File: config.mk
export PLATFORM = sky130hd
export DESIGN_NAME = zzr_queue
export DESIGN_NICKNAME = d
export VERILOG_FILES = /design/src/rtl/core/zzr_pkg.sv /design/src/rtl/core/zzr_queue.sv
export SDC_FILE = /design/constraint.sdc
export NUM_CORES = 1
export LEC_CHECK = 0
export BUFFER_PORTS_ARGS = -buffer_cell sky130_fd_sc_hd__buf_4
export CAP_MARGIN = 20
export CORE_AREA = 2 2 63 65
export CTS_BUF_LIST = sky130_fd_sc_hd__clkbuf_2 sky130_fd_sc_hd__clkbuf_4 sky130_fd_sc_hd__clkbuf_8
export DETAILED_ROUTE_END_ITERATION = 12
export DIE_AREA = 0 0 65 67
export GPL_ROUTABILITY_DRIVEN = 0
export PLACE_DENSITY = 0.62
export SYNTH_ARGS = -nofsm -noshare
export SYNTH_HDL_FRONTEND = slang
export SYNTH_SLANG_ARGS = --single-unit
File: constraint.sdc
create_clock -name clk -period 2.41 [get_ports clk]
set_input_delay 0.482 -clock clk [delete_from_list [all_inputs] [get_ports clk]]
set_output_delay 0.482 -clock clk [all_outputs]
set_load 0.05 [all_outputs]
File: src/rtl/core/zzr_pkg.sv
// ----------------------------------------------------------------------------
// zzr_pkg: shared types, constants and helper functions
// Geometry helpers for the zigzag scan walk and the job record that passes
// from the load side to the emit side.
// ----------------------------------------------------------------------------
package zzr_pkg;

  localparam int DATA_W      = 32;
  localparam int MAX_DIM     = 8;
  localparam int DIM_W       = 4;
  localparam int POS_W       = 3;   // row / column index
  localparam int DIAG_W      = 4;   // anti-diagonal index, row + column
  localparam int STORE_DEPTH = 64;
  localparam int ADDR_W      = 6;   // position inside one block
  localparam int CNT_W       = 7;   // load count, holds the depth itself
  localparam int BANKS       = 2;
  localparam int BANK_W      = 1;
  localparam int MEM_AW      = ADDR_W + BANK_W;
  localparam int TRI_W       = 7;
  localparam int QDEPTH      = 2;
  localparam int QPTR_W      = 1;
  localparam int QCNT_W      = 2;
  localparam int CFG_IDX_W   = 2;
  localparam int CFG_DATA_W  = 4;

  // configuration register indexes
  typedef enum logic [CFG_IDX_W-1:0] {
    CFG_BLOCK_WIDTH  = 2'd0,
    CFG_BLOCK_HEIGHT = 2'd1,
    CFG_INVERSE_MODE = 2'd2
  } cfg_reg_e;

  // one complete block ready to be emitted
  typedef struct packed {
    logic [DIM_W-1:0]  width;
    logic [DIM_W-1:0]  height;
    logic              inverse;
    logic [ADDR_W-1:0] last_idx;
    logic [BANK_W-1:0] bank;
  } job_t;

  // sample store write request
  typedef struct packed {
    logic              en;
    logic [MEM_AW-1:0] addr;
    logic [DATA_W-1:0] data;
  } mem_wr_t;

  // zero counts as one, anything above the maximum as the maximum
  function automatic logic [DIM_W-1:0] clamp_dim(input logic [DIM_W-1:0] d);
    logic [DIM_W-1:0] res;
    if (d == '0) begin
      res = DIM_W'(1);
    end else if (d > DIM_W'(MAX_DIM)) begin
      res = DIM_W'(MAX_DIM);
    end else begin
      res = d;
    end
    return res;
  endfunction

  // first row touched by anti-diagonal d
  function automatic logic [POS_W-1:0] row_lo(input logic [DIAG_W-1:0] d,
                                              input logic [DIM_W-1:0] w);
    logic [DIAG_W:0] t;
    logic [POS_W-1:0] res;
    t = {1'b0, d} + (DIAG_W+1)'(1);
    if (t > (DIAG_W+1)'(w)) begin
      res = POS_W'(t - (DIAG_W+1)'(w));
    end else begin
      res = '0;
    end
    return res;
  endfunction

  // last row touched by anti-diagonal d
  function automatic logic [POS_W-1:0] row_hi(input logic [DIAG_W-1:0] d,
                                              input logic [DIM_W-1:0] h);
    logic [DIM_W-1:0] hm1;
    logic [POS_W-1:0] res;
    hm1 = h - DIM_W'(1);
    if (DIM_W'(d) < hm1) begin
      res = POS_W'(d);
    end else begin
      res = POS_W'(hm1);
    end
    return res;
  endfunction

  // triangular number x*(x+1)/2
  function automatic logic [TRI_W-1:0] tri_num(input logic [DIAG_W-1:0] x);
    logic [TRI_W:0] p;
    p = (TRI_W+1)'(x) * ((TRI_W+1)'(x) + (TRI_W+1)'(1));
    return p[TRI_W:1];
  endfunction

  // number of samples on the anti-diagonals before d in a w x h block
  function automatic logic [TRI_W-1:0] zz_before(input logic [DIAG_W-1:0] d,
                                                 input logic [DIM_W-1:0]  w,
                                                 input logic [DIM_W-1:0]  h);
    logic [DIM_W:0]   wh;
    logic [TRI_W-1:0] t_w;
    logic [TRI_W-1:0] t_h;
    logic [TRI_W-1:0] t_wh;
    wh   = (DIM_W+1)'(w) + (DIM_W+1)'(h);
    t_w  = (DIM_W'(d) > w) ? tri_num(DIAG_W'(DIM_W'(d) - w)) : '0;
    t_h  = (DIM_W'(d) > h) ? tri_num(DIAG_W'(DIM_W'(d) - h)) : '0;
    t_wh = ((DIM_W+1)'(d) > wh) ? tri_num(DIAG_W'((DIM_W+1)'(d) - wh)) : '0;
    return tri_num(d) - t_w - t_h + t_wh;
  endfunction

endpackage

File: src/rtl/core/zzr_queue.sv
// ----------------------------------------------------------------------------
// zzr_queue: job queue
// Short FIFO of completed blocks between the load and emit sides.
// ----------------------------------------------------------------------------
module zzr_queue import zzr_pkg::*; (
  input  logic clk,
  input  logic rst_n,
  input  logic push,
  input  job_t push_job,
  input  logic pop,
  output logic full,
  output logic head_valid,
  output job_t head
);

  job_t              slot_r [QDEPTH];
  logic [QPTR_W-1:0] wr_ptr_r;
  logic [QPTR_W-1:0] rd_ptr_r;
  logic [QCNT_W-1:0] fill_r;
  logic [QCNT_W-1:0] fill_nxt;

  assign full       = (fill_r == QCNT_W'(QDEPTH));
  assign head_valid = (fill_r != '0);
  assign head       = slot_r[rd_ptr_r];

  // entry storage
  always_ff @(posedge clk) begin
    if (push) begin
      slot_r[wr_ptr_r] <= push_job;
    end
  end

  // fill level
  always_comb begin
    fill_nxt = fill_r;
    if (push && !pop) begin
      fill_nxt = fill_r + QCNT_W'(1);
    end else if (pop && !push) begin
      fill_nxt = fill_r - QCNT_W'(1);
    end
  end

  // pointers
  always_ff @(posedge clk) begin
    if (!rst_n) begin
      wr_ptr_r <= '0;
      rd_ptr_r <= '0;
      fill_r   <= '0;
    end else begin
      if (push) begin
        wr_ptr_r <= wr_ptr_r + QPTR_W'(1);
      end
      if (pop) begin
        rd_ptr_r <= rd_ptr_r + QPTR_W'(1);
      end
      fill_r <= fill_nxt;
    end
  end

endmodule

# After elaboration in Yosys (flattened, before gate mapping)

Memory sizes are Yosys's and may differ from the RTL's. A register that Yosys moved wholly into a read port is not among the register bits.
Cells that the tools add are included.

Output and inout bits: 18
Register bits after elaboration: 4
Bits in read-only memories: 0
Bits in writable memories: 32
Memories kept: 1
Bits in latches: 0

Divide/modulo/power cells: 0
Mux-type cells: 6
Bitwise operators: 0
Add/sub/neg operators: 4
$lt $le $gt $ge: 0
Reductions and logical operators: 6
Equal/unequal tests: 1
Shifts and indexed selects: 0
$mul: 0

Memory list:

| name   | words | bits a word | read ports | clocked after memory_dff | wr ports | RTL line        | source |
|---|---|---|---|---|---|---|---|
| slot_r | 2     | 16          | 1          | 1                        | 1        | zzr_queue.sv:16 | `job_t slot_r [QDEPTH];` |

Operators with widths:

| cell                                             | number |
|---|---|
| two-way mux 1 bit                                | 4 |
| two-way mux 2 bit                                | 2 |
| nonzero test 2 bit                               | 2 |
| adder 1 bit, second input constant               | 2 |
| adder 2 x 1 -> 2 bit, second input constant      | 1 |
| == test 2 bit, second input constant             | 1 |
| logical AND 1 bit                                | 2 |
| logical NOT 1 bit                                | 2 |
| subtractor 2 x 1 -> 2 bit, second input constant | 1 |

# Longest topological paths before layout

Gate-level depths: netlist of run 1.

Depth after elaboration: 4
Gate-level depth with buffers: 5

# Worst setup path after synthesis of run 1

Ideal clock, no wire load.

Kind: input to register
From: input port push
To: memory slot_r[0][0] in the netlist's numbering (enable)
Setup time: 392 ps
Setup slack: 741 ps
Stages: 1
Data arrival time: 1277 ps
Buffers on the path: 0
Cell sequence: nor2b_1

Word-level cells in the longest chain between the ends: 2

Ends and longest elaborated chain:

| item                                    | RTL line        | source |
|---|---|---|
| start: declaration                      | zzr_queue.sv:8  | `input logic push,` |
| two-way mux 1 bit                       | zzr_queue.sv:28 | `if (push) begin` |
| two-way mux 1 bit (not written as such) | zzr_queue.sv:29 | `slot_r[wr_ptr_r] <= push_job;` |
| end: declaration                        | zzr_queue.sv:16 |  |

Every way passes these cells.

==> results summary, run 1 <==
The run finished with clean final reports. The most used flip-flop cell after synthesis is edfxtp_1. The fill cell total of the finished layout came out at 320. At the pin with the least slew margin, the transition time is 0.757 ns. The H-tree generated during clock tree synthesis spans 2 levels. The clock reaches the later pin of the worst-skew pair after 0.28 ns.

Among all cell types in the netlist, the one instantiated most often is edfxtp_1. The smallest clock period supported by the final layout is computed as 2.11 ns. The number of antenna violations at the first check in global routing came out at 0.

By count the netlist is led by edfxtp_1, mux2_2, dfxtp_1. The count of TritonRoute iterations in the first routing pass is 4. The peak supply drop came out at 0.449 mV.

The final max-slew violation count is 0. The internal power component is 0.00126 W. The endpoint type of the worst setup path is a primary output. The sequential power share came out at 45.6%. The average via count per standard cell is 4.53. For this run, the post-layout net count is 137. The origin of the critical flop-to-flop path is wr_ptr_r. The aggregate global-route resource usage came out at 11.9%. Setup repair after global routing left no endpoint under its margin.

The width of the die is 65 um. The area added between synthesis and finish came out at 34.5%. The cell taking the most area after synthesis is edfxtp_1. The remaining antenna violation count after routing is 0.

The post-synthesis instance total is 72. The post-route DRC violation count is 0. The synthesized design contains 37 register bits. The starting DRC count in detailed routing came out at 27. Of the cells placed in the final design, the portion with a size suffix greater than 1 is 55.6%. Across the run, the number of max-cap violations was 0. For hold timing, the worst endpoint is slot_r[1][12]. In the final routed layout, each cell accounts on average for 13.9 um. The destination of the worst register-to-register timing path is slot_r[1][14].

In this run the worst hold path is classified as in2reg. The total global routing overflow came out at 0. The share of synthesized area in the top cell type comes to 69.9%. Setup total negative slack on the finished layout was measured at 0 ns. TritonCTS built the clock tree. The maximum clock insertion buffer count is 2. The largest net degree at the start of global routing is 17. The number of hold-slack violations in the final timing report came to 0. The clock arrives with 0.00498 ns of skew. The clock transition at the register clock pins on the worst setup and hold paths after CTS is 0.07 ns.

The worst setup slack for register-to-register paths came out at 1.08 ns. The number of global-route vias before repair is 754. The initial core utilization came out at 38.1%. Dividing total power by cell area gives a power density of 894 nW/um^2.

The setup path with the least slack is of type reg2out. At the placement stage, the worst setup path has a slack of 0.590 ns. The number of CTS-inserted buffers came out at 5. Along the worst hold path, the cell count comes to 1. The setup-violating endpoint count in the final report came out at 0. The portion of total power attributed to the clock network is 37.0%. The depth of the worst register-to-register path is 1. The global-route wire length before repair came out at 3620 um. The worst endpoint required time is 1.93 ns. The per-instance average area after synthesis came out at 19.1 um^2. The switching power of the nets came out at 0.000396 W. The total wirelength of the detailed-routed design is 2290 um. Gates resized during post-CTS repair numbered 0. The number of enable-type register cells in the synthesized netlist came out at 32.

Summing all multi-input logic gate instances after layout gives 298 um^2. For this design, the sink count on the clock tree is 37. The tightest slew margin relative to the limit came out at 49.5%. The cell chosen for the clock root is clkbuf_8. For this design the top-level I/O count stands at 38. The number of placement rows is 22. The number of distinct library cells after synthesis is 17. The sum of net half-perimeters after detailed placement came out at 1610 um.

On the final layout, the worst hold slack is 0.383 ns. The share of total power dissipated in combinational logic is 17.4%. Yosys attributes the largest share of cell area to edfxtp_1, mux2_2, dfxtp_1. The maximum fanout along the worst path is 9.

The cell area after synthesis is 1380 um^2. The hold buffer count at cts came out at 0. Net switching is 23.9% of the power. The total power came out at 0.00165 W.

The origin of the worst min-delay path is push_job[12]. Measured along the y axis, the die boundary spans 67 um. The area inside the core boundary came out at 3610 um^2. The total of warnings raised by yosys came out at 0. After synthesis, the share of flip-flops with an asynchronous set or reset is 0%. When the netlist entered floorplanning its net count stood at 93. The repair_antennas step left the layout with diodes totalling 0. The sequential share of the synthesized area is 77.2%. The worst path uses 87.5% of the clock period. The worst path arrival time is 1.63 ns. The post-CTS setup buffer count is 0. Across the whole layout, storage elements account for 1060 um^2. The count of port buffers added during placement is 37.

The total via count in the routed design came out at 747. The worst-case setup margin in the final layout came out at 0.302 ns. Static timing analysis puts the maximum clock frequency at 0.474 GHz.

The worst setup path is launched from a flop. The die covers 4360 um^2. For this design the static power due to leakage is 0.718 nW.
-- per-layer routing --
metal  global-route usage (%)  routed length, um  vias up
met5                        0                  0        -
met4                     5.59                 38        0
met3                     6.08                189        5
met2                     20.2               1200       27
met1                     12.3                860      360
li1                         -                  -      355
-- placed cells by master (no fill, tap or decap) --
master | Yosys | layout
a21boi_1 | 1 | 1
and2_1 | 4 | 4
and2b_2 | 1 | 1
buf_4 | 1 | 39
bufinv_16 | 0 | 2
clkbuf_8 | 0 | 5
clkinv_2 | 0 | 1
dfxtp_1 | 5 | 5
edfxtp_1 | 32 | 32
ha_1 | 1 | 1
inv_1 | 1 | 1
mux2_2 | 16 | 16
nor2b_1 | 2 | 2
o21a_1 | 1 | 1
o21ai_0 | 1 | 1
or2_2 | 1 | 1
or3_1 | 1 | 1
xnor2_1 | 1 | 1
xor2_1 | 2 | 2
-- logic make-up after synthesis --
| family | synth area share, % |
|---|---|
| flip-flops | 77.2 |
| multiplexers | 13.1 |
| AND/OR/NAND/NOR | 4.28 |
| AO/OA/AOI/OAI | 1.46 |
| XOR/XNOR | 1.91 |
| buffers and inverters | 1.18 |
| adder cells (fa/ha/maj) | 0.910 |
-- layout make-up --
type                       instances  area share [%]
multi-input combinational         32            16.1
sequential                        37            57.4
tap                               48            3.25
timing repair buffer              39            15.8
inverter                           1           0.203
clock buffer                       5            3.72
clock inverter                     3            3.52
-- critical path, cell delays in order (launching register included) --
cell     delay [ns]
dfxtp_1        0.56
buf_4          0.25
mux2_2         0.35
buf_4          0.19
-- how the worst max path moves through the flow --
stage	startpoint	end	slack, ns	cells past startpoint
floorplan	push	slot_r[0][0]	0.74	1
finish	flop	head[6]	0.30	3
global placement	flop	head[12]	0.61	3
detailed placement	flop	head[6]	0.59	3
CTS	flop	head[6]	0.28	3
global route	flop	head[13]	0.22	3
-- flip-flops by register name (all words and copies together) (netlist names), named ones only --
signal and cells:
slot_r 32, fill_r 2, rd_ptr_r 1, wr_ptr_r 1
-- power groups by stage --
stage | logic (W) | clock network, W | registers [W]
final | 0.000288 | 0.000611 | 0.000755
after CTS | 0.000291 | 0.000627 | 0.000756
after floorplan | 0.000204 | 0 | 0.000759
after detailed placement | 0.000290 | 0 | 0.000769
after global routing | 0.000302 | 0.000660 | 0.000758
after global placement | 0.000288 | 0 | 0.000767
-- per-stage QoR --
step | cells | util [%] | area, um^2
after global routing | 165 | 51.3 | 1850
final | 165 | 51.3 | 1850
after floorplan | 72 | - | 1380
after CTS | 165 | 51.3 | 1850
after global placement | 157 | 47.6 | 1720
after detailed placement | 157 | 47.6 | 1720
No activity file was read; power rests on OpenSTA's default activity.
==> run 2: changes to the inputs <==
--- a/config.mk
+++ b/config.mk
@@ -7,12 +7,12 @@
 export LEC_CHECK = 0
 export BUFFER_PORTS_ARGS = -buffer_cell sky130_fd_sc_hd__buf_4
 export CAP_MARGIN = 20
-export CORE_AREA = 2 2 63 65
+export CORE_AREA = 2 2 53 55
 export CTS_BUF_LIST = sky130_fd_sc_hd__clkbuf_2 sky130_fd_sc_hd__clkbuf_4 sky130_fd_sc_hd__clkbuf_8
 export DETAILED_ROUTE_END_ITERATION = 12
-export DIE_AREA = 0 0 65 67
+export DIE_AREA = 0 0 55 57
 export GPL_ROUTABILITY_DRIVEN = 0
-export PLACE_DENSITY = 0.62
+export PLACE_DENSITY = 0.83
 export SYNTH_ARGS = -nofsm -noshare
 export SYNTH_HDL_FRONTEND = slang
 export SYNTH_SLANG_ARGS = --single-unit
==> run 2 against run 1 <==
- final cell count shrank 9.7%
- global-route usage up 3.7 points
- critical endpoint is now head[4]
- flip-flop and latch count unchanged
==> results summary, run 2 (synthesis results as in run 1) <==
The run finished with clean final reports. The number of global-route vias before repair came out at 743 (-1.5%). The final design instance area without fill came out at 1790 um^2 (-3.2%).

The width of the die is 55 um (-15%). The worst register-to-register path ends at slot_r[1][4]. The worst hold slack is 0.321 ns (-0.0617 ns). STA classifies the critical path endpoint as a primary output.

The cell chosen for the clock root is clkbuf_4. The number of nets at the end of the flow came out at 138 (+0.73%). The switching part of the total power came to 26.3% (+2.3 points). The fraction of power consumed by combinational cells came out at 19.6% (+2.2 points).

The total wirelength of the detailed-routed design is 2140 um (-6.5%). The depth of the worst register-to-register path is 1 (unchanged). The portion of total power attributed to the clock network is 29.7% (-7.3 points).

The worst setup slack for register-to-register paths is 1.09 ns (about the same). In the final layout, the registers with the most flip-flops are slot_r: 32 flops, fill_r: 2 flops. The worst path arrival time came out at 1.63 ns (about the same). The maximum fanout along the worst path is 10 (+1).

The starting DRC count in detailed routing came out at 20 (-26%). The remaining antenna violation count after routing came out at 0 (unchanged). The number of flip-flops under the largest register name came to 32 (unchanged).

The hold buffer count at cts is 0 (unchanged). The CTS tree is yes. The share of the clock period used by the worst path after layout came out at 87.6% (+0.17 points). The clock transition at the register clock pins on the worst setup and hold paths after CTS was 0.11 ns (+0.04 ns).

The height of the die came out at 57 um (-15%). The critical path's largest stage delay came out at 0.50 ns (-0.06 ns). The sum of buffers and inverters on the critical path was 2 (unchanged). The total via count in the routed design came out at 747 (unchanged).

The initial core utilization came out at 52.6% (+14 points). The area inside the core boundary came out at 2620 um^2 (-27%). The area of the die is 3140 um^2 (-28%).

The count of TritonRoute iterations in the first routing pass is 3 (-1). The sequential power share is 50.6% (+5.0 points). The tightest slew margin relative to the limit came out at 50.9% (+1.4 points). The fill cell total of the finished layout was 190 (-41%). The post-route DRC violation count is 0 (unchanged). The average wire per cell in the routed design came to 14.3 um (+3.5%). The critical path's most frequent cell is buf_4.

The top-level I/O count came out at 38 (unchanged). The post-CTS setup buffer count came out at 0 (unchanged). The critical path is of the reg2out type.

The worst setup path is launched from a flop. The setup-violating endpoint count in the final report is 0 (unchanged). The worst clock skew is 0.00754 ns (+0.00256 ns). The global-route wire length before repair came to 3240 um (-10%). The sum of net half-perimeters after detailed placement came to 1550 um (-3.2%). The maximum clock insertion buffer count came out at 2 (unchanged). The power per cell area came out at 829 nW/um^2 (-7.3%).

The static leakage came out at 0.700 nW (-2.6%). The slew of the pin with the lowest slew margin came out at 0.736 ns (-0.0209 ns). The worst endpoint required time is 1.93 ns (about the same). Walking the worst path, the cells encountered are buf_4, mux2_2, buf_4. The slowest cell on the critical path is dfxtp_1.

The largest net degree at the start of global routing was 17 (unchanged). The final sum of negative setup slack is 0 ns (unchanged). The instance area at placement was 1700 um^2 (-0.80%). The worst hold path begins at push_job[3]. The average via count per standard cell is 5.01 (+11%). The fmax was 0.474 GHz (-0.19%).

The TritonCTS sink count came out at 37 (unchanged). The fraction of layout cells with a size suffix above 1 was 55.9% (+0.38 points). The worst hold path belongs to the class in2reg. The aggregate global-route resource usage is 15.6% (+3.7 points). The number of hold-slack violations in the final timing report is 0 (unchanged).

The utilization after layout is 68.5% (+17 points). The number of antenna diodes came out at 0 (unchanged). The origin of the critical flop-to-flop path is wr_ptr_r. The switching power of the nets came out at 0.000390 W (-1.4%). The most critical setup path has its endpoint at head[4]. The number of CTS-inserted buffers came to 5 (unchanged). The total of cells resized after clock tree synthesis is 0 (unchanged). More flip-flops sit in one register than any other, and that register is slot_r.

The H-tree depth came out at 2 (unchanged). Setup repair after global routing left no endpoint under its margin. In the layout the commonest cells are buf_4, edfxtp_1, mux2_2, dfxtp_1, clkbuf_4. The peak supply drop was 0.550 mV (+23%). The total global routing overflow is 0 (unchanged). The number of antenna violations at the first check in global routing came out at 0 (unchanged). The kind of cell adding the most delay to the critical path is flip-flops. The max-capacitance violation count came to 0 (unchanged). The final critical path time including I/O delays and setup came out at 2.11 ns (+0.00407 ns). The most common cell after layout, fill and taps aside is buf_4.

The number of logic stages on the critical path including buffering is 3 (unchanged). The area added between synthesis and finish is 30.2%. The final max-slew violation count is 0 (unchanged).

The internal power component was 0.00109 W (-13%). The number of placement rows came out at 19 (-14%). The count of port buffers added during placement came to 37 (unchanged). The insertion delay of the later-clocked pin in the worst-skew pair came out at 0.34 ns (+0.06 ns).
[run 2: worst min-delay path by stage]
stage | to | depth (start not counted)
after floorplan | fill_r[1] | 2
after CTS | slot_r[0][2] | 1
after detailed placement | fill_r[1] | 2
after global placement | fill_r[1] | 2
final | slot_r[0][3] | 1
after global routing | slot_r[0][12] | 1
[run 2: layout make-up]
type | instances | area [um^2] | area share [%]
Timing Repair Buffer | 40 | 300 | 16.8
Sequential cell | 37 | 1060 | 59.3
Clock inverter | 2 | 37.5 | 2.10
Multi-Input combinational cell | 32 | 298 | 16.6
Inverter | 1 | 3.75 | 0.210
Clock buffer | 6 | 51.3 | 2.87
Tap cell | 31 | 38.8 | 2.17
[run 2: metrics by stage]
step                      std cells  setup slack, ns  total power, W
after floorplan                  72            0.741        0.000963
after global placement          141            0.675         0.00105
after detailed placement        141            0.652         0.00106
after CTS                       149            0.245         0.00151
after global routing            149            0.183         0.00154
final                           149            0.298         0.00148
[run 2: routing by layer]
layer	wire, um	part of all wire, %	vias to the layer above	GRT usage (%)
met3	163	7.6	7	7.59
met1	827	39	349	17.0
met4	53	2.5	0	8.36
li1	-	-	363	-
met2	1090	51	28	24.5
met5	0	0	-	0
[run 2: power groups by stage]
stage	logic [W]	registers [W]	clock network (W)
2_1_floorplan	0.000204	0.000759	0
3_3_place_gp	0.000288	0.000764	0
3_5_place_dp	0.000294	0.000767	0
4_1_cts	0.000295	0.000753	0.000460
5_1_grt	0.000309	0.000756	0.000478
6_report	0.000292	0.000752	0.000441
==> run 3: changes to the inputs <==
--- a/config.mk
+++ b/config.mk
@@ -12,6 +12,7 @@
 export DETAILED_ROUTE_END_ITERATION = 12
 export DIE_AREA = 0 0 55 57
 export GPL_ROUTABILITY_DRIVEN = 0
+export MAX_ROUTING_LAYER = met4
 export PLACE_DENSITY = 0.83
 export SYNTH_ARGS = -nofsm -noshare
 export SYNTH_HDL_FRONTEND = slang
==> run 3 against run 2 <==
- non-clock buffer count unchanged
- clock skew decreased by 0.00050 ns
- hold slack about the same
- final area unchanged
- flip-flop and latch count unchanged
- final cell count unchanged
- wire length increased by 0.14%
- sequential share of layout area unchanged
- sequential power about the same
- critical endpoint unchanged
==> results summary, run 3 (synthesis results as in run 1) <==
The number of flip-flops under the largest register name came out at 32 (unchanged). The global-route wire length before repair is 3240 um (unchanged). The worst hold slack came out at 0.321 ns (+0.0000690 ns). The total global routing overflow is 0 (unchanged). The worst setup path is of the reg2out kind. The H-tree depth is 2 (unchanged). The height of the die is 57 um (unchanged).

The remaining antenna violation count after routing was 0 (unchanged). The number of cells after detailed placement is 141 (unchanged). The maximum fanout along the worst path is 10 (unchanged). The final max-slew violation count came out at 0 (unchanged).

The max-capacitance violation count came out at 0 (unchanged). The total of cells resized after clock tree synthesis is 0 (unchanged). The global routing met1 resource utilization is 17.2% (+0.18 points). The post-route DRC violation count came out at 0 (unchanged). The number of antenna violations at the first check in global routing is 0 (unchanged).

The slew of the pin with the lowest slew margin came out at 0.735 ns (-0.00129 ns). The run finished with clean final reports. In the layout the commonest cells are buf_4, edfxtp_1, mux2_2, dfxtp_1, clkbuf_4. The TritonCTS sink count came out at 37 (unchanged). The width of the die came out at 55 um (unchanged).

The cell chosen for the clock root is clkbuf_4. The final critical path time including I/O delays and setup is 2.12 ns (+0.00436 ns). The fraction of layout cells with a size suffix above 1 is 55.9% (unchanged).

The share of the clock period used by the worst path after layout came to 87.8% (+0.18 points). The aggregate global-route resource usage is 16.1% (+0.47 points). The worst endpoint required time came out at 1.93 ns (about the same). The fmax is 0.473 GHz (-0.21%). The area inside the core boundary is 2620 um^2 (unchanged). The fill cell total of the finished layout came out at 190 (unchanged).

The setup-violating endpoint count in the final report came out at 0 (unchanged). The count of port buffers added during placement came out at 37 (unchanged). The number of hold-slack violations in the final timing report is 0 (unchanged). The post-CTS setup buffer count is 0 (unchanged). The worst path arrival time was 1.63 ns (about the same). The top-level I/O count came out at 38 (unchanged).

The number of CTS-inserted buffers is 5 (unchanged). The worst setup slack for register-to-register paths was 1.09 ns (about the same). The tightest slew margin relative to the limit is 51.0% (+0.086 points). The average wire per cell in the routed design is 14.4 um (+0.14%). The global routing usage on met2 is 24.3% (-0.17 points).

The power per cell area is 829 nW/um^2 (about the same). The peak supply drop is 0.551 mV (+0.14%). The most common cell after layout, fill and taps aside is buf_4. The area added between synthesis and finish came to 30.2% (unchanged).

Counting flops per register, the top entry is slot_r. The maximum clock insertion buffer count is 2 (unchanged). The worst clock skew is 0.00703 ns (-0.000502 ns). The insertion delay of the later-clocked pin in the worst-skew pair is 0.34 ns (about the same). The utilization after layout came out at 68.5% (unchanged).

The largest net degree at the start of global routing came out at 17 (unchanged). The largest registers in the layout are slot_r: 32 flops, fill_r: 2 flops. The total wirelength of the detailed-routed design is 2140 um (+0.14%).

The hold buffer count at cts came out at 0 (unchanged). The static leakage is 0.700 nW (unchanged). STA classifies the critical path endpoint as a primary output. The clock transition at the register clock pins on the worst setup and hold paths after CTS is 0.11 ns (about the same). The non-filler instance count after layout is 149 (unchanged). The average via count per standard cell is 5.00 (-0.27%).

The number of placement rows is 19 (unchanged). The number of nets at the end of the flow is 138 (unchanged). The sum of net half-perimeters after detailed placement came out at 1550 um (unchanged). The final sum of negative setup slack was 0 ns (unchanged).

The total via count in the routed design is 745 (-0.27%). The worst setup path is launched from a flop. The layer flagged by global routing as most heavily used is met2. The initial core utilization came out at 52.6% (unchanged).

The met3 track demand over resource is 7.59% (unchanged). The area of the die came out at 3140 um^2 (unchanged). Setup repair after global routing left no endpoint under its margin.

The starting DRC count in detailed routing came out at 23 (+15%). The number of global-route vias before repair came out at 737 (-0.81%). The number of antenna diodes was 0 (unchanged).

The CTS tree is yes. The worst hold path belongs to the class in2reg. The count of TritonRoute iterations in the first routing pass is 3 (unchanged).
==> run 3: cell counts in the layout (fill, tap and decap cells not counted) <==
No cell type changed its count.
==> run 3: final timing paths <==
kind | to | cells past startpoint | from
worst min-delay path | slot_r[0][3] | 1 | push_job[3]
worst max-delay path | head[4] | 3 | flop
worst max register to register | slot_r[1][4] | 1 | wr_ptr_r
worst min register to register | fill_r[1] | 2 | fill_r[1]
==> run 3: layout make-up <==
class                      instances  area (um^2)  share of cell area [%]
clock buffer                       6         51.3                    2.87
clock inverter                     2         37.5                    2.10
sequential                        37         1060                    59.3
tap                               31         38.8                    2.17
multi-input combinational         32          298                    16.6
inverter                           1         3.75                   0.210
timing repair buffer              40          300                    16.8
==> run 3: metal layers <==
metal / vias up / share of wire (%)
met4: 0 / 2.5
met5: - / 0
li1: 363 / -
met3: 7 / 7.6
met1: 347 / 38
met2: 28 / 51
==> run 3: report_power, final <==
group          internal, W  switching, W  leakage, nW  total [W]
registers         0.000736     0.0000158        0.342   0.000752
clock network     0.000246      0.000195       0.0445   0.000441
logic             0.000112      0.000179        0.313   0.000292
total              0.00109      0.000390        0.700    0.00148
==> run 3: stage by stage <==
stage	worst slack, ns	power (W)	cell area [um^2]
after floorplan	0.741	0.000963	1380
after global placement	0.675	0.00105	1700
after detailed placement	0.652	0.00106	1700
after CTS	0.245	0.00151	1790
after global routing	0.182	0.00154	1790
final	0.294	0.00148	1790
==> run 3: critical path, cell delays in order, from the launching register on <==
cell and delay, ns:
dfxtp_1 0.50, buf_4 0.25, mux2_2 0.36, buf_4 0.19
