--- config.mk ---
export PLATFORM = sky130hd
export DESIGN_NAME = zzr_front_flat
export DESIGN_NICKNAME = d
export VERILOG_FILES = /design/src/rtl/core/zzr_pkg.sv /design/src/rtl/core/zzr_if.sv /design/src/rtl/core/zzr_front.sv /design/src/flat_wrapper.sv
export SDC_FILE = /design/constraint.sdc
export NUM_CORES = 1
export LEC_CHECK = 0
export ABC_AREA = 0
export BUFFER_PORTS_ARGS = -buffer_cell sky130_fd_sc_hd__buf_4
export CORE_ASPECT_RATIO = 0.7
export CORE_UTILIZATION = 45
export CTS_CLUSTER_SIZE = 10
export DETAILED_ROUTE_END_ITERATION = 6
export HOLD_SLACK_MARGIN = 0.1
export PLACE_DENSITY = 0.81
export SYNTH_ARGS = -nofsm -noshare
export SYNTH_HDL_FRONTEND = slang
export SYNTH_SLANG_ARGS = --single-unit
--- constraint.sdc ---
create_clock -name clk -period 5.3 [get_ports clk]
set_input_delay 1.06 -clock clk [delete_from_list [all_inputs] [get_ports clk]]
set_output_delay 1.06 -clock clk [all_outputs]
set_load 0.02 [all_outputs]
--- src/rtl/core/zzr_pkg.sv ---
// ----------------------------------------------------------------------------
// zzr_pkg: shared types, constants and helper functions
// Geometry helpers for the zigzag scan walk and the job record that passes
// from the load side to the emit side.
// ----------------------------------------------------------------------------
package zzr_pkg;

  localparam int DATA_W      = 32;
  localparam int MAX_DIM     = 8;
  localparam int DIM_W       = 4;
  localparam int POS_W       = 3;   // row / column index
  localparam int DIAG_W      = 4;   // anti-diagonal index, row + column
  localparam int STORE_DEPTH = 64;
  localparam int ADDR_W      = 6;   // position inside one block
  localparam int CNT_W       = 7;   // load count, holds the depth itself
  localparam int BANKS       = 2;
  localparam int BANK_W      = 1;
  localparam int MEM_AW      = ADDR_W + BANK_W;
  localparam int TRI_W       = 7;
  localparam int QDEPTH      = 2;
  localparam int QPTR_W      = 1;
  localparam int QCNT_W      = 2;
  localparam int CFG_IDX_W   = 2;
  localparam int CFG_DATA_W  = 4;

  // configuration register indexes
  typedef enum logic [CFG_IDX_W-1:0] {
    CFG_BLOCK_WIDTH  = 2'd0,
    CFG_BLOCK_HEIGHT = 2'd1,
    CFG_INVERSE_MODE = 2'd2
  } cfg_reg_e;

  // one complete block ready to be emitted
  typedef struct packed {
    logic [DIM_W-1:0]  width;
    logic [DIM_W-1:0]  height;
    logic              inverse;
    logic [ADDR_W-1:0] last_idx;
    logic [BANK_W-1:0] bank;
  } job_t;

  // sample store write request
  typedef struct packed {
    logic              en;
    logic [MEM_AW-1:0] addr;
    logic [DATA_W-1:0] data;
  } mem_wr_t;

  // zero counts as one, anything above the maximum as the maximum
  function automatic logic [DIM_W-1:0] clamp_dim(input logic [DIM_W-1:0] d);
    logic [DIM_W-1:0] res;
    if (d == '0) begin
      res = DIM_W'(1);
    end else if (d > DIM_W'(MAX_DIM)) begin
      res = DIM_W'(MAX_DIM);
    end else begin
      res = d;
    end
    return res;
  endfunction

  // first row touched by anti-diagonal d
  function automatic logic [POS_W-1:0] row_lo(input logic [DIAG_W-1:0] d,
                                              input logic [DIM_W-1:0] w);
    logic [DIAG_W:0] t;
    logic [POS_W-1:0] res;
    t = {1'b0, d} + (DIAG_W+1)'(1);
    if (t > (DIAG_W+1)'(w)) begin
      res = POS_W'(t - (DIAG_W+1)'(w));
    end else begin
      res = '0;
    end
    return res;
  endfunction

  // last row touched by anti-diagonal d
  function automatic logic [POS_W-1:0] row_hi(input logic [DIAG_W-1:0] d,
                                              input logic [DIM_W-1:0] h);
    logic [DIM_W-1:0] hm1;
    logic [POS_W-1:0] res;
    hm1 = h - DIM_W'(1);
    if (DIM_W'(d) < hm1) begin
      res = POS_W'(d);
    end else begin
      res = POS_W'(hm1);
    end
    return res;
  endfunction

  // triangular number x*(x+1)/2
  function automatic logic [TRI_W-1:0] tri_num(input logic [DIAG_W-1:0] x);
    logic [TRI_W:0] p;
    p = (TRI_W+1)'(x) * ((TRI_W+1)'(x) + (TRI_W+1)'(1));
    return p[TRI_W:1];
  endfunction

  // number of samples on the anti-diagonals before d in a w x h block
  function automatic logic [TRI_W-1:0] zz_before(input logic [DIAG_W-1:0] d,
                                                 input logic [DIM_W-1:0]  w,
                                                 input logic [DIM_W-1:0]  h);
    logic [DIM_W:0]   wh;
    logic [TRI_W-1:0] t_w;
    logic [TRI_W-1:0] t_h;
    logic [TRI_W-1:0] t_wh;
    wh   = (DIM_W+1)'(w) + (DIM_W+1)'(h);
    t_w  = (DIM_W'(d) > w) ? tri_num(DIAG_W'(DIM_W'(d) - w)) : '0;
    t_h  = (DIM_W'(d) > h) ? tri_num(DIAG_W'(DIM_W'(d) - h)) : '0;
    t_wh = ((DIM_W+1)'(d) > wh) ? tri_num(DIAG_W'((DIM_W+1)'(d) - wh)) : '0;
    return tri_num(d) - t_w - t_h + t_wh;
  endfunction

endpackage

--- src/rtl/core/zzr_if.sv ---
// ----------------------------------------------------------------------------
// zzr_if: sample stream channels
// Valid/ready channels for incoming samples and reordered results.
// ----------------------------------------------------------------------------
interface zzr_in_if import zzr_pkg::*; ();
  logic              valid;
  logic              ready;
  logic [DATA_W-1:0] in_sample;

  modport source (output valid, output in_sample, input ready);
  modport sink   (input valid, input in_sample, output ready);
endinterface


--- src/rtl/core/zzr_front.sv ---
// ----------------------------------------------------------------------------
// zzr_front: load side
// Holds the configuration, stores incoming samples into the current bank and
// posts a job once the block is complete.
// ----------------------------------------------------------------------------
module zzr_front import zzr_pkg::*; (
  input  logic                  clk,
  input  logic                  rst_n,
  input  logic                  cfg_wr_en,
  input  logic [CFG_IDX_W-1:0]  cfg_index,
  input  logic [CFG_DATA_W-1:0] cfg_wdata,
  zzr_in_if.sink                in_ch,
  input  logic                  q_full,
  output logic                  push_valid,
  output job_t                  push_job,
  output mem_wr_t               mem_wr
);

  logic [DIM_W-1:0]  width_r;
  logic [DIM_W-1:0]  height_r;
  logic              inverse_r;
  logic [CNT_W-1:0]  load_cnt_r;
  logic [CNT_W-1:0]  load_cnt_nxt;
  logic [BANK_W-1:0] bank_r;
  logic [BANK_W-1:0] bank_nxt;
  logic [DIM_W-1:0]  cw;
  logic [DIM_W-1:0]  ch;
  logic [CNT_W-1:0]  blk_size;
  logic [CNT_W-1:0]  cnt_inc;
  logic              accept;
  logic              done;

  // configuration registers
  always_ff @(posedge clk) begin
    if (!rst_n) begin
      width_r   <= DIM_W'(MAX_DIM);
      height_r  <= DIM_W'(MAX_DIM);
      inverse_r <= 1'b0;
    end else if (cfg_wr_en) begin
      unique case (cfg_reg_e'(cfg_index))
        CFG_BLOCK_WIDTH:  width_r   <= cfg_wdata[DIM_W-1:0];
        CFG_BLOCK_HEIGHT: height_r  <= cfg_wdata[DIM_W-1:0];
        CFG_INVERSE_MODE: inverse_r <= cfg_wdata[0];
        default: ;
      endcase
    end
  end

  // block geometry
  assign cw       = clamp_dim(width_r);
  assign ch       = clamp_dim(height_r);
  assign blk_size = CNT_W'(CNT_W'(cw) * CNT_W'(ch));

  // accept while a bank is free
  assign in_ch.ready = !q_full;
  assign accept      = in_ch.valid && in_ch.ready;
  assign cnt_inc     = load_cnt_r + CNT_W'(1);
  assign done        = accept && (cnt_inc >= blk_size);

  // store write
  assign mem_wr.en   = accept;
  assign mem_wr.addr = {bank_r, load_cnt_r[ADDR_W-1:0]};
  assign mem_wr.data = in_ch.in_sample;

  // job for the emit side
  assign push_valid        = done;
  assign push_job.width    = cw;
  assign push_job.height   = ch;
  assign push_job.inverse  = inverse_r;
  assign push_job.last_idx = ADDR_W'(blk_size - CNT_W'(1));
  assign push_job.bank     = bank_r;

  // load count and bank select
  always_comb begin
    load_cnt_nxt = load_cnt_r;
    bank_nxt     = bank_r;
    if (done) begin
      load_cnt_nxt = '0;
      bank_nxt     = bank_r + BANK_W'(1);
    end else if (accept) begin
      load_cnt_nxt = cnt_inc;
    end
  end

  always_ff @(posedge clk) begin
    if (!rst_n) begin
      load_cnt_r <= '0;
      bank_r     <= '0;
    end else begin
      load_cnt_r <= load_cnt_nxt;
      bank_r     <= bank_nxt;
    end
  end

endmodule

--- src/flat_wrapper.sv ---
// flat-port wrapper written by rule: the top's interface ports become plain ports
module zzr_front_flat import zzr_pkg::*;
  (clk, rst_n, cfg_wr_en, cfg_index, cfg_wdata, q_full, push_valid, push_job, mem_wr, in_ch_valid, in_ch_in_sample, in_ch_ready);
  zzr_in_if in_ch_i ();
  input  logic clk;
  input  logic rst_n;
  input  logic cfg_wr_en;
  input  logic [CFG_IDX_W-1:0] cfg_index;
  input  logic [CFG_DATA_W-1:0] cfg_wdata;
  input  logic q_full;
  output logic push_valid;
  output job_t push_job;
  output mem_wr_t mem_wr;
  input wire logic [$bits(in_ch_i.valid)-1:0] in_ch_valid;
  input wire logic [$bits(in_ch_i.in_sample)-1:0] in_ch_in_sample;
  output wire logic [$bits(in_ch_i.ready)-1:0] in_ch_ready;
  assign in_ch_i.valid = in_ch_valid;
  assign in_ch_i.in_sample = in_ch_in_sample;
  assign in_ch_ready = in_ch_i.ready;
  zzr_front u_core (.clk(clk), .rst_n(rst_n), .cfg_wr_en(cfg_wr_en), .cfg_index(cfg_index), .cfg_wdata(cfg_wdata), .in_ch(in_ch_i), .q_full(q_full), .push_valid(push_valid), .push_job(push_job), .mem_wr(mem_wr));
endmodule
# After elaboration in Yosys (flattened, before gate mapping)
# Cells that the tools add are included.
# Widths: inputs -> output; s select.
# word_totals
regBits	17
in_bits	43
word_cells	29
# op_classes
n_addsub	3
n_mul	1
n_lt_le_gt_ge	3
eq_ne	2
n_mux	4
n_bitwise	1
reduce_logical	10
# ops
cell	count
$mux 4	4
$gt 4x4->1 const B	2
$logic_not 4->1	2
$add 7x1->7 const B	1
$ge 7x7->1	1
$mul 4x4->7	1
$reduce_and 2->1	3
$sub 6x1->6 const B	1
$eq 2x1->1 const B	1
$eq 2x2->1 const B	1
$logic_and 1x1->1	2
$logic_not 2->1	1
$reduce_or 2->1	1
$add 1x1->1 const B	1
$logic_not 1->1	1
$not 1->1	1

# Logic depth before layout (Yosys ltp)
# Gate-level depths: netlist of run 1.
# depth
depth_word	7
depth_mapped	17

# Worst setup path after synthesis of run 1
# No wires, ideal clock.
# synth_path
kind	flip-flop to output port
startpoint	reg u_core.width_r[1]
endpoint	out push_valid
arrival_time_ps	4104
required_ps	4240
path_slack_ps	136
path_stages_with_launch	17
n_path_buf	0
cell_sequence	dfxtp_1 -> o21ba_1 -> nor2_1 -> nand2_1 -> fa_1 -> inv_1 -> fa_1 -> inv_1 -> fa_1 -> inv_1 -> a21o_1 -> a21oi_1 -> xnor2_1 -> ha_1 -> nand3_2 -> o31ai_2 -> and2_1
# synth_rtl
element	line_no	rtl
start, declared	zzr_front.sv:19	logic [DIM_W-1:0] width_r;
start signal, assigned	zzr_front.sv:36	width_r <= DIM_W'(MAX_DIM);
start signal, assigned	zzr_front.sv:41	CFG_BLOCK_WIDTH: width_r <= cfg_wdata[DIM_W-1:0];
end, declared	flat_wrapper.sv:11	output logic push_valid;

# Worst setup path in the final report of run 1
# layout_path
startpoint	reg u_core.width_r[1]
endpoint	out push_valid
# layout_via
elab_chain_len	6
elab_cells_between_ends	7
# layout_lines
element	line_no	rtl
$gt 4x4->1	zzr_pkg.sv:54	end else if (d > DIM_W'(MAX_DIM)) begin
$mux 4	zzr_pkg.sv:54	
$mux 4 *	zzr_pkg.sv:52	if (d == '0) begin
$mul 4x4->7 *	zzr_front.sv:52	assign blk_size = CNT_W'(CNT_W'(cw) * CNT_W'(ch));
$ge 7x7->1 *	zzr_front.sv:58	assign done = accept && (cnt_inc >= blk_size);
$logic_and 1x1->1 *	zzr_front.sv:58	
# Mark *: on every way between the ends. The rest lies on a longest branch, timed or not.

==> results of run 1 <==
## per-layer routing
layer / GRT usage [%] / vias to the layer above
met5: 0 / -
met3: 4.13 / 7
li1: - / 667
met2: 24.4 / 49
met1: 23.1 / 628
met4: 6.88 / 0
## metrics by stage
step,setup slack [ns],cells,utilization (%)
6_report,0.168,269,51.2
5_1_grt,-0.0293,269,51.2
4_1_cts,0.0211,262,48.8
3_5_place_dp,0.0286,257,47.0
3_3_place_gp,0.119,257,47.0
2_1_floorplan,0.136,215,-
## placed cells by master, fill, tap and decap left out, types with 2 or more instances in the layout
master	netlist	layout
buf_4	42	46
ha_1	19	19
nand2_1	18	18
dfxtp_1	17	16
inv_1	15	15
nor2_1	14	13
xnor2_1	13	12
and2_1	10	10
mux2i_1	10	10
xor2_1	7	7
a211oi_1	6	6
nand3_1	3	3
a21o_1	3	3
nor2b_4	0	3
fa_1	4	3
clkbuf_8	0	3
nand2b_4	2	2
or3_1	2	2
nor3_1	2	2
nand3b_1	2	2
## worst min-delay path, delay by kind of cell, from the launching register on
| kind | cells | cell delay [ns] |
|---|---|---|
| flip-flops | 1 | 0.33 |
| multiplexers | 1 | 0.07 |
| AND/OR/NAND/NOR | 1 | 0.07 |
## logic make-up after synthesis
kind of cell	count (synthesis)
muxes	10
DFF	17
adders and majority gates	23
and+or+nand+nor	62
AOI/OAI and AO/OA	19
xor gates and xnor gates	20
buffers and inverters	64
## report_power, final
| group | internal, W | total [W] | switching [W] |
|---|---|---|---|
| registers | 0.000133 | 0.000140 | 0.00000659 |
| logic | 0.0000406 | 0.0000830 | 0.0000423 |
| clock network | 0.0000535 | 0.0000984 | 0.0000449 |
| total | 0.000228 | 0.000321 | 0.0000938 |
## state kept, by name, summed over array words and instances, names as in the netlist
| register | count |
|---|---|
| u_core.height_r | 4 |
| u_core.load_cnt_r | 7 |
| u_core.bank_r | 1 |
| u_core.inverse_r | 1 |
| u_core.width_r | 4 |
## final timing paths
path                                         from              endpoint  slack [ns]  cells past startpoint
worst max-delay path            u_core.width_r[1]            push_valid        0.17                     18
worst min-delay path            u_core.width_r[0]     u_core.width_r[0]        0.51                      2
worst max register to register  u_core.width_r[1]  u_core.load_cnt_r[2]        1.21                     19
worst min register to register  u_core.width_r[0]     u_core.width_r[0]        0.51                      2
## what timing repair did
item / 4_1_cts / 5_1_grt
setup endpoints to repair: 1 / 1
setup buffers: 1 / 7
gates cloned: 0 / 0
resized for setup: 5 / 9
pin swaps: 2 / 6
## cell type report
type | count | share of cell area (%)
Clock buffer | 4 | 2.24
Inverter | 16 | 2.99
Multi-Input combinational cell | 134 | 57.3
Sequential cell | 17 | 17.0
Tap cell | 52 | 3.24
Timing Repair Buffer | 46 | 17.2
==> flow_metrics.env, run 1 <==
export IMPL_synth_mux_area_share_pct=5.44
export IMPL_drt_initial_drc_count=57
export IMPL_firstDrtPassIters=6
export IMPL_die_y_um=55.5
export IMPL_startpoint_type="register"
export IMPL_synth_largest_area_cell="dfxtp_1"
export IMPL_grt_max_degree=16
export IMPL_synthTopCellsByCount="buf_4, ha_1, nand2_1"
export IMPL_fillCellCount=364
export IMPL_pin_count=101
export IMPL_worstPathMaxFanout=6
export IMPL_dpl_hpwl_mm=2.67
export IMPL_worst_setup_path_end_kind="output port"
export IMPL_drc=0
export IMPL_ys_ff_latch=17
export IMPL_yosys_most_used_dff="dfxtp_1"
export IMPL_drive_gt1_share_pct=30.4
export IMPL_finalCriticalPeriod_ns=5.13
export IMPL_syn_nets=281
export IMPL_route_met2_wl_mm=1.44
export IMPL_nets=284
export IMPL_worst_path_buf_inv=5
export IMPL_wl_met3_um=237
export IMPL_regArea_um2=342
export IMPL_multi_input_area_um2=1150
export IMPL_tightest_slew_ns=0.466
export IMPL_syn2layout_area_growth_pct=9.11
export IMPL_yosys_area_share_xor_xnor_pct=9.52
export IMPL_grt_antenna_before_repair=0
export IMPL_clk_pin_slew_worst_paths_ns=0.07
export IMPL_cts_buffers=3
export IMPL_fin_crit_sh_pct=96.8
export IMPL_report_final_slew_viol_count=0
export IMPL_vias=1351
export IMPL_max_freq_mhz=195
export IMPL_drv_cap=0
export IMPL_finClkSkew_ns=0.00562
export IMPL_cts_root_buf="clkbuf_8"
export IMPL_cts_tree="done"
export IMPL_wl_met1_mm=1.73
export IMPL_setup_tns_ns=0
export IMPL_finalWeightedCongestion=0.784
export IMPL_total_power_w=0.000321
export IMPL_yosys_area_share_simple_pct=18.1
export IMPL_grt_pass1_wl_mm=5.83
export IMPL_hold_viol_final=0
export IMPL_seq_area_frac_synth_pct=18.5
export IMPL_grt_overflow=0
export IMPL_place_area_um2=1840
export IMPL_dr_max_layer_used="met4"
export IMPL_crit_family="adder cells"
export IMPL_avgSynthCellArea_um2=8.56
export IMPL_required_ns=4.24
export IMPL_postCtsHoldBufs=0
export IMPL_worstPathCellList="o21ba_1 -> nor2_2 -> nand2_1 -> fa_1 -> inv_1 -> fa_1 -> inv_1 -> fa_2 -> inv_1 -> a21o_1 -> a21oi_1 -> xnor2_1 -> ha_1 -> buf_4 -> a21oi_4 -> o31ai_4 -> and2_1 -> buf_4"
export IMPL_yosysWarnings=0
export IMPL_wire_per_inst_um=12.9
export IMPL_powerDensity_nw_per_um2=160
export IMPL_synth_distinct_cells=38
export IMPL_slowest_delay_ns=0.56
export IMPL_num_antenna_cells=0
export IMPL_outcome="finished clean"
export IMPL_yosys_area_share_adder_pct=17.3
export IMPL_num_rows=19
export IMPL_postLayoutCellArea_um2=2010
export IMPL_core_um2=3920
export IMPL_dieWidth_um=78.4
export IMPL_start_util_pct=46.9
export IMPL_synth_top_area_share_pct=18.5
export IMPL_synthCells=215
export IMPL_p_leak_nw=0.993
export IMPL_hold_class="reg -> reg"
export IMPL_clock_sinks=17
export IMPL_synthTopCellsByArea="dfxtp_1, buf_4, ha_1"
export IMPL_insertion_delay_ns=0.26
export IMPL_cts_path_max_buffers=2
export IMPL_grt_pass1_vias=1310
export IMPL_grt_use_total_pct=16.6
export IMPL_postRouteAntennaNets=0
export IMPL_yosysMostFrequentCell="buf_4"
export IMPL_synth_compound_area_share_pct=9.04
export IMPL_relSlewSlack_pct=68.8
export IMPL_port_buffers=36
export IMPL_drt_total_wl_mm=3.46
export IMPL_synth_top_family_by_area="buffers and inverters"
export IMPL_cp_common_cell="inv_1"
export IMPL_htreeDepth=1
export IMPL_routed_via_density=5.02
export IMPL_crit_type="reg -> out"
export IMPL_synth_area_um2=1840
export IMPL_synth_async_reset_ratio_pct=0
export IMPL_finalSetupViolations=0
export IMPL_crit_arrival_ns=4.07
export IMPL_synth_edff_count=0
export IMPL_whs_ns=0.506
export IMPL_slowest_stage="fa_1"
export IMPL_die_area_um2=4350
export IMPL_vdd_drop_max_mv=0.153
Power figures use the tool's default switching activity.
==> run 2, diff against run 1 <==
BUFFER_PORTS_ARGS = not set   (was -buffer_cell sky130_fd_sc_hd__buf_4)
CORE_UTILIZATION = 55   (was 45)
DONT_BUFFER_PORTS = 1   (was not set)
PLACE_DENSITY = 0.7   (was 0.81)
==> run 2 against run 1 <==
Non-clock buffer count is 33 lower; the run now ends with DRC left; routed wire length is 8.9% higher; sequential power is 5% higher.
==> flow_metrics.env, run 2 (same netlist as run 1, synthesis figures left out) <==
export IMPL_seq_power_share_pct=49.8
export IMPL_wire_per_inst_um=17.0
export IMPL_grt_overflow=0
export IMPL_grt_pass1_wl_mm=5.78
export IMPL_p_leak_nw=0.820
export IMPL_regArea_um2=340
export IMPL_pin_count=101
export IMPL_htreeDepth=1
export IMPL_drive_gt1_share_pct=14.7
export IMPL_tightest_slew_ns=0.628
export IMPL_required_ns=4.24
export IMPL_routed_via_density=5.77
export IMPL_reg2reg_to="u_core.load_cnt_r[5]"
export IMPL_total_power_w=0.000296
export IMPL_ff2ff_setup_slack_ns=1.14
export IMPL_outcome="complete, but fails checks"
export IMPL_fillCellCount=297
export IMPL_clock_sinks=17
export IMPL_core_um2=3170
export IMPL_max_freq_mhz=197
export IMPL_cts_tree="done"
export IMPL_finalSetupViolations=0
export IMPL_grt_pass1_vias=1222
export IMPL_nets=251
export IMPL_drc=8
export IMPL_powerDensity_nw_per_um2=173
export IMPL_dieWidth_um=71.1
export IMPL_hold_viol_final=0
export IMPL_relSlewSlack_pct=58.0
export IMPL_worstPathCellList="nor2b_1 -> nand2_1 -> fa_1 -> inv_1 -> fa_1 -> inv_1 -> fa_1 -> inv_1 -> a21o_1 -> a21oi_1 -> xnor2_1 -> ha_1 -> nand3_2 -> o31ai_4 -> and2_4"
export IMPL_crit_arrival_ns=4.01
export IMPL_worstPathMaxFanout=3
export IMPL_postRouteAntennaNets=0
export IMPL_drv_cap=0
export IMPL_num_rows=17
export IMPL_finalCriticalPeriod_ns=5.07
export IMPL_vias=1280
export IMPL_p_int_w=0.000210
export IMPL_place_area_um2=1600
export IMPL_violations="DRC"
export IMPL_met2_usage_pct=31.9
export IMPL_layout_commonest_cell="ha_1"
export IMPL_grt_use_met3_pct=3.61
export IMPL_report_final_slew_viol_count=0
export IMPL_top_regs="u_core.load_cnt_r (7), u_core.height_r (4), u_core.width_r (4)"
export IMPL_switchingPower_w=0.0000855
export IMPL_startpoint_type="register"
export IMPL_grt_most_used_layer="met2"
export IMPL_hp_start="u_core.width_r[0]"
export IMPL_slowest_delay_ns=0.56
export IMPL_insertion_delay_ns=0.25
export IMPL_crit_type="reg -> out"
export IMPL_combPwrFrac_pct=18.5
export IMPL_r2r_start="u_core.height_r[2]"
export IMPL_num_antenna_cells=0
export IMPL_cts_root_buf="clkbuf_8"
export IMPL_multi_input_area_um2=1120
export IMPL_grt_use_total_pct=21.1
export IMPL_grtUsageMet1_pct=26.4
export IMPL_start_util_pct=58.1
export IMPL_die_y_um=50.4
export IMPL_regMostFlops="u_core.load_cnt_r"
export IMPL_p_clk_share_pct=31.8
export IMPL_whs_path_depth=2
export IMPL_cts_buffers=3
export IMPL_postCtsHoldBufs=0
export IMPL_finClkSkew_ns=0.00119
export IMPL_syn2layout_area_growth_pct=-7.21
export IMPL_drt_total_wl_mm=3.77
export IMPL_vdd_drop_max_mv=0.0917
export IMPL_drt_initial_drc_count=53
export IMPL_slowest_stage="fa_1"
export IMPL_grt_antenna_before_repair=0
export IMPL_clk_pin_slew_worst_paths_ns=0.06
export IMPL_setup_tns_ns=0
export IMPL_reg2regPathDepth=16
export IMPL_die_area_um2=3590
export IMPL_largest_reg_flops=7
export IMPL_finalWeightedCongestion=0.845
export IMPL_fin_crit_sh_pct=95.6
export IMPL_dpl_hpwl_mm=2.99
export IMPL_port_buffers=0
export IMPL_cts_path_max_buffers=2
export IMPL_worst_setup_path_end_kind="output port"
export IMPL_final_util_pct=53.9
export IMPL_firstDrtPassIters=7
export IMPL_hold_path_end="u_core.width_r[0]"
export IMPL_hold_class="reg -> reg"
export IMPL_postLayoutCellArea_um2=1710
export IMPL_grt_max_degree=16
export IMPL_whs_ns=0.529
export IMPL_p_sw_share_pct=28.9
export IMPL_final_cell_mix="ha_1, nand2_1, dfxtp_1, inv_1"
run 2: cell types whose count changed in the layout (fill, tap and decap cells not counted), sizes merged:
cell  before  now
buf       46   13
run 2: per-layer routing:
metal	wire [µm]	up-vias	part of all wire [%]
li1	-	603	-
met1	1620	595	43
met2	1710	58	45
met3	291	24	7.7
met4	153	0	4.1
met5	0	-	0
run 2: stage by stage:
stage	worst slack, ns	std cells
after detailed placement	0.199	213
final	0.231	222
after CTS	0.0356	217
after floorplan	0.136	215
after global placement	0.288	213
after global routing	-0.0283	222
run 2: worst max-delay path, delay by kind of cell, from the launching register on:
family | cells | cell delay [ns]
fa+ha+maj | 4 | 1.88
simple gates | 4 | 0.71
compound gates | 3 | 0.47
xor+xnor | 1 | 0.13
buf+inv | 3 | 0.18
flops | 1 | 0.39
run 2: repair_timing:
item	in CTS	in global routing
pin swaps	0	3
resized for setup	2	4
endpoints found under the setup margin	1	1
buffers inserted	0	5
run 2: worst max path at each step:
stage | from | endpoint | slack, ns
floorplan | u_core.width_r[1] | push_valid | 0.14
global placement | u_core.width_r[1] | push_valid | 0.29
detailed placement | u_core.width_r[1] | push_valid | 0.20
CTS | u_core.width_r[2] | push_valid | 0.04
global route | u_core.width_r[2] | push_valid | -0.03
finish | u_core.height_r[2] | push_valid | 0.23
run 2: area by class of cell:
class                      count  area share [%]
clock buffer                   4            2.64
inverter                      16            3.52
multi-input combinational    134            65.4
sequential                    17            19.9
tap                           38            2.78
timing repair buffer          13            5.71
run 2: power groups by stage:
stage	clock (W)	combinational (W)	sequential [W]
after floorplan	0	0.0000933	0.000140
after global placement	0	0.0000468	0.000149
after detailed placement	0	0.0000492	0.000150
after CTS	0.0000983	0.0000509	0.000147
after global routing	0.000104	0.0000586	0.000148
final	0.0000940	0.0000547	0.000147
==> run 3, diff against run 2 <==
CORE_UTILIZATION = 50   (was 55)
PLACE_DENSITY = not set   (was 0.7)
==> run 3 against run 2 <==
The flow now finishes without violations; fmax rose by 0.37%; final area fell by 1.4%; clock power rose by 9%; routed wire length fell by 6.3%; final cell count rose by 2.7%; clock-buffer cell count fell by 1; critical endpoint unchanged; largest power group unchanged.
==> flow_metrics.env, run 3 (same netlist as run 1, synthesis figures left out) <==
export IMPL_insertion_delay_ns=0.26
export IMPL_final_util_pct=47.9
export IMPL_vias=1235
export IMPL_rsz0062_at_grt="false"
export IMPL_largest_reg_flops=7
export IMPL_report_final_slew_viol_count=0
export IMPL_finalCriticalPeriod_ns=5.05
export IMPL_ff2ff_setup_slack_ns=1.24
export IMPL_wire_per_inst_um=15.5
export IMPL_worstPathMaxFanout=3
export IMPL_postCtsHoldBufs=0
export IMPL_firstDrtPassIters=4
export IMPL_crit_end="push_valid"
export IMPL_die_area_um2=3930
export IMPL_p_leak_nw=0.799
export IMPL_regMostFlops="u_core.load_cnt_r"
export IMPL_clock_sinks=17
export IMPL_cts_tree="done"
export IMPL_cts_path_max_buffers=2
export IMPL_powerDensity_nw_per_um2=178
export IMPL_final_cell_mix="ha_1, nand2_1, inv_1, dfxtp_1, nor2_1"
export IMPL_startpoint_type="register"
export IMPL_start_util_pct=52.4
export IMPL_die_y_um=52.8
export IMPL_htreeDepth=1
export IMPL_hold_viol_final=0
export IMPL_routed_via_density=5.42
export IMPL_tightest_slew_ns=0.610
export IMPL_finClkSkew_ns=0.00524
export IMPL_r2r_start="u_core.width_r[1]"
export IMPL_reg2reg_to="u_core.load_cnt_r[1]"
export IMPL_grt_antenna_before_repair=0
export IMPL_cts_buffers=3
export IMPL_syn2layout_area_growth_pct=-8.50
export IMPL_finalWeightedCongestion=0.885
export IMPL_setup_tns_ns=0
export IMPL_drt_total_wl_mm=3.53
export IMPL_fin_crit_sh_pct=95.3
export IMPL_drt_initial_drc_count=26
export IMPL_max_freq_mhz=198
export IMPL_port_buffers=0
export IMPL_grt_pass1_wl_mm=5.35
export IMPL_layout_commonest_cell="ha_1"
export IMPL_grt_max_degree=16
export IMPL_reg2regPathDepth=16
export IMPL_worst_setup_path_end_kind="output port"
export IMPL_vdd_drop_max_mv=0.122
export IMPL_pin_count=101
export IMPL_postRouteAntennaNets=0
export IMPL_crit_arrival_ns=3.99
export IMPL_grt_use_total_pct=18.3
export IMPL_cts_root_buf="clkbuf_8"
export IMPL_grt_pass1_vias=1093
export IMPL_num_rows=18
export IMPL_clk_pin_slew_worst_paths_ns=0.07
export IMPL_dieWidth_um=74.5
export IMPL_drc=0
export IMPL_crit_type="reg -> out"
export IMPL_top_regs="u_core.load_cnt_r (7), u_core.height_r (4), u_core.width_r (4)"
export IMPL_drive_gt1_share_pct=14.6
export IMPL_num_antenna_cells=0
export IMPL_drv_cap=0
export IMPL_grt_overflow=0
export IMPL_nets=245
export IMPL_hold_class="reg -> reg"
export IMPL_finalSetupViolations=0
export IMPL_required_ns=4.24
export IMPL_relSlewSlack_pct=59.2
export IMPL_dpl_hpwl_mm=2.90
export IMPL_outcome="finished clean"
export IMPL_cp_startpoint="u_core.width_r[1]"
export IMPL_core_um2=3510
==> run 3: final cells by class <==
class / count / area (µm²)
Inverter: 16 / 60.1
Fill cell: 353 / 1830
Sequential cell: 17 / 343
Clock buffer: 3 / 41.3
Tap cell: 50 / 62.6
Clock inverter: 1 / 5.00
Multi-Input combinational cell: 134 / 1120
Timing Repair Buffer: 7 / 52.6
==> run 3: how the worst min path moves through the flow <==
stage / from / slack, ns / cells after the start / to
after floorplan: u_core.width_r[0] / 0.45 / 2 / u_core.width_r[0]
final: u_core.width_r[0] / 0.51 / 2 / u_core.width_r[0]
after global placement: u_core.width_r[0] / 0.48 / 2 / u_core.width_r[0]
after CTS: u_core.width_r[0] / 0.51 / 2 / u_core.width_r[0]
after detailed placement: u_core.width_r[0] / 0.49 / 2 / u_core.width_r[0]
after global routing: u_core.height_r[0] / 0.54 / 2 / u_core.height_r[0]
==> run 3: timing repair <==
action	in CTS	in global routing
setup endpoints to repair	0	1
setup buffers	0	1
gates resized for setup	0	9
==> run 3: routing by layer <==
layer / track usage, % / vias to the layer above / share of wire [%]
li1: - / 592 / -
met1: 24.8 / 563 / 48
met2: 24.5 / 43 / 39
met3: 3.08 / 37 / 5.9
met4: 16.4 / 0 / 7.1
met5: 0 / - / 0
==> run 3: stage by stage <==
stage / setup WS, ns / cells / hold slack, ns / cell area, µm² / power (W)
after floorplan: 0.136 / 215 / 0.451 / 1840 / 0.000233
after global placement: 0.419 / 223 / 0.480 / 1600 / 0.000197
after detailed placement: 0.323 / 223 / 0.491 / 1600 / 0.000199
after CTS: 0.0380 / 227 / 0.508 / 1650 / 0.000300
after global routing: 0.0430 / 228 / 0.540 / 1680 / 0.000313
final: 0.249 / 228 / 0.509 / 1680 / 0.000300
==> run 3: critical path, cell delays in order (launching register included) <==
cell	delay (ns)
dfxtp_1	0.33
o21ba_1	0.20
nor2_2	0.09
nand2_1	0.08
fa_1	0.55
inv_1	0.05
fa_1	0.56
inv_1	0.07
fa_2	0.41
inv_1	0.07
a21o_1	0.11
a21oi_1	0.07
xnor2_1	0.15
ha_1	0.34
nand3_2	0.14
o31ai_4	0.29
and2_4	0.21
==> run 3: report_power, final <==
part / internal (W) / total [W] / switching (W)
Sequential: 0.000133 / 0.000148 / 0.0000143
Combinational: 0.0000216 / 0.0000501 / 0.0000285
Clock: 0.0000523 / 0.000102 / 0.0000494
Total: 0.000207 / 0.000300 / 0.0000922
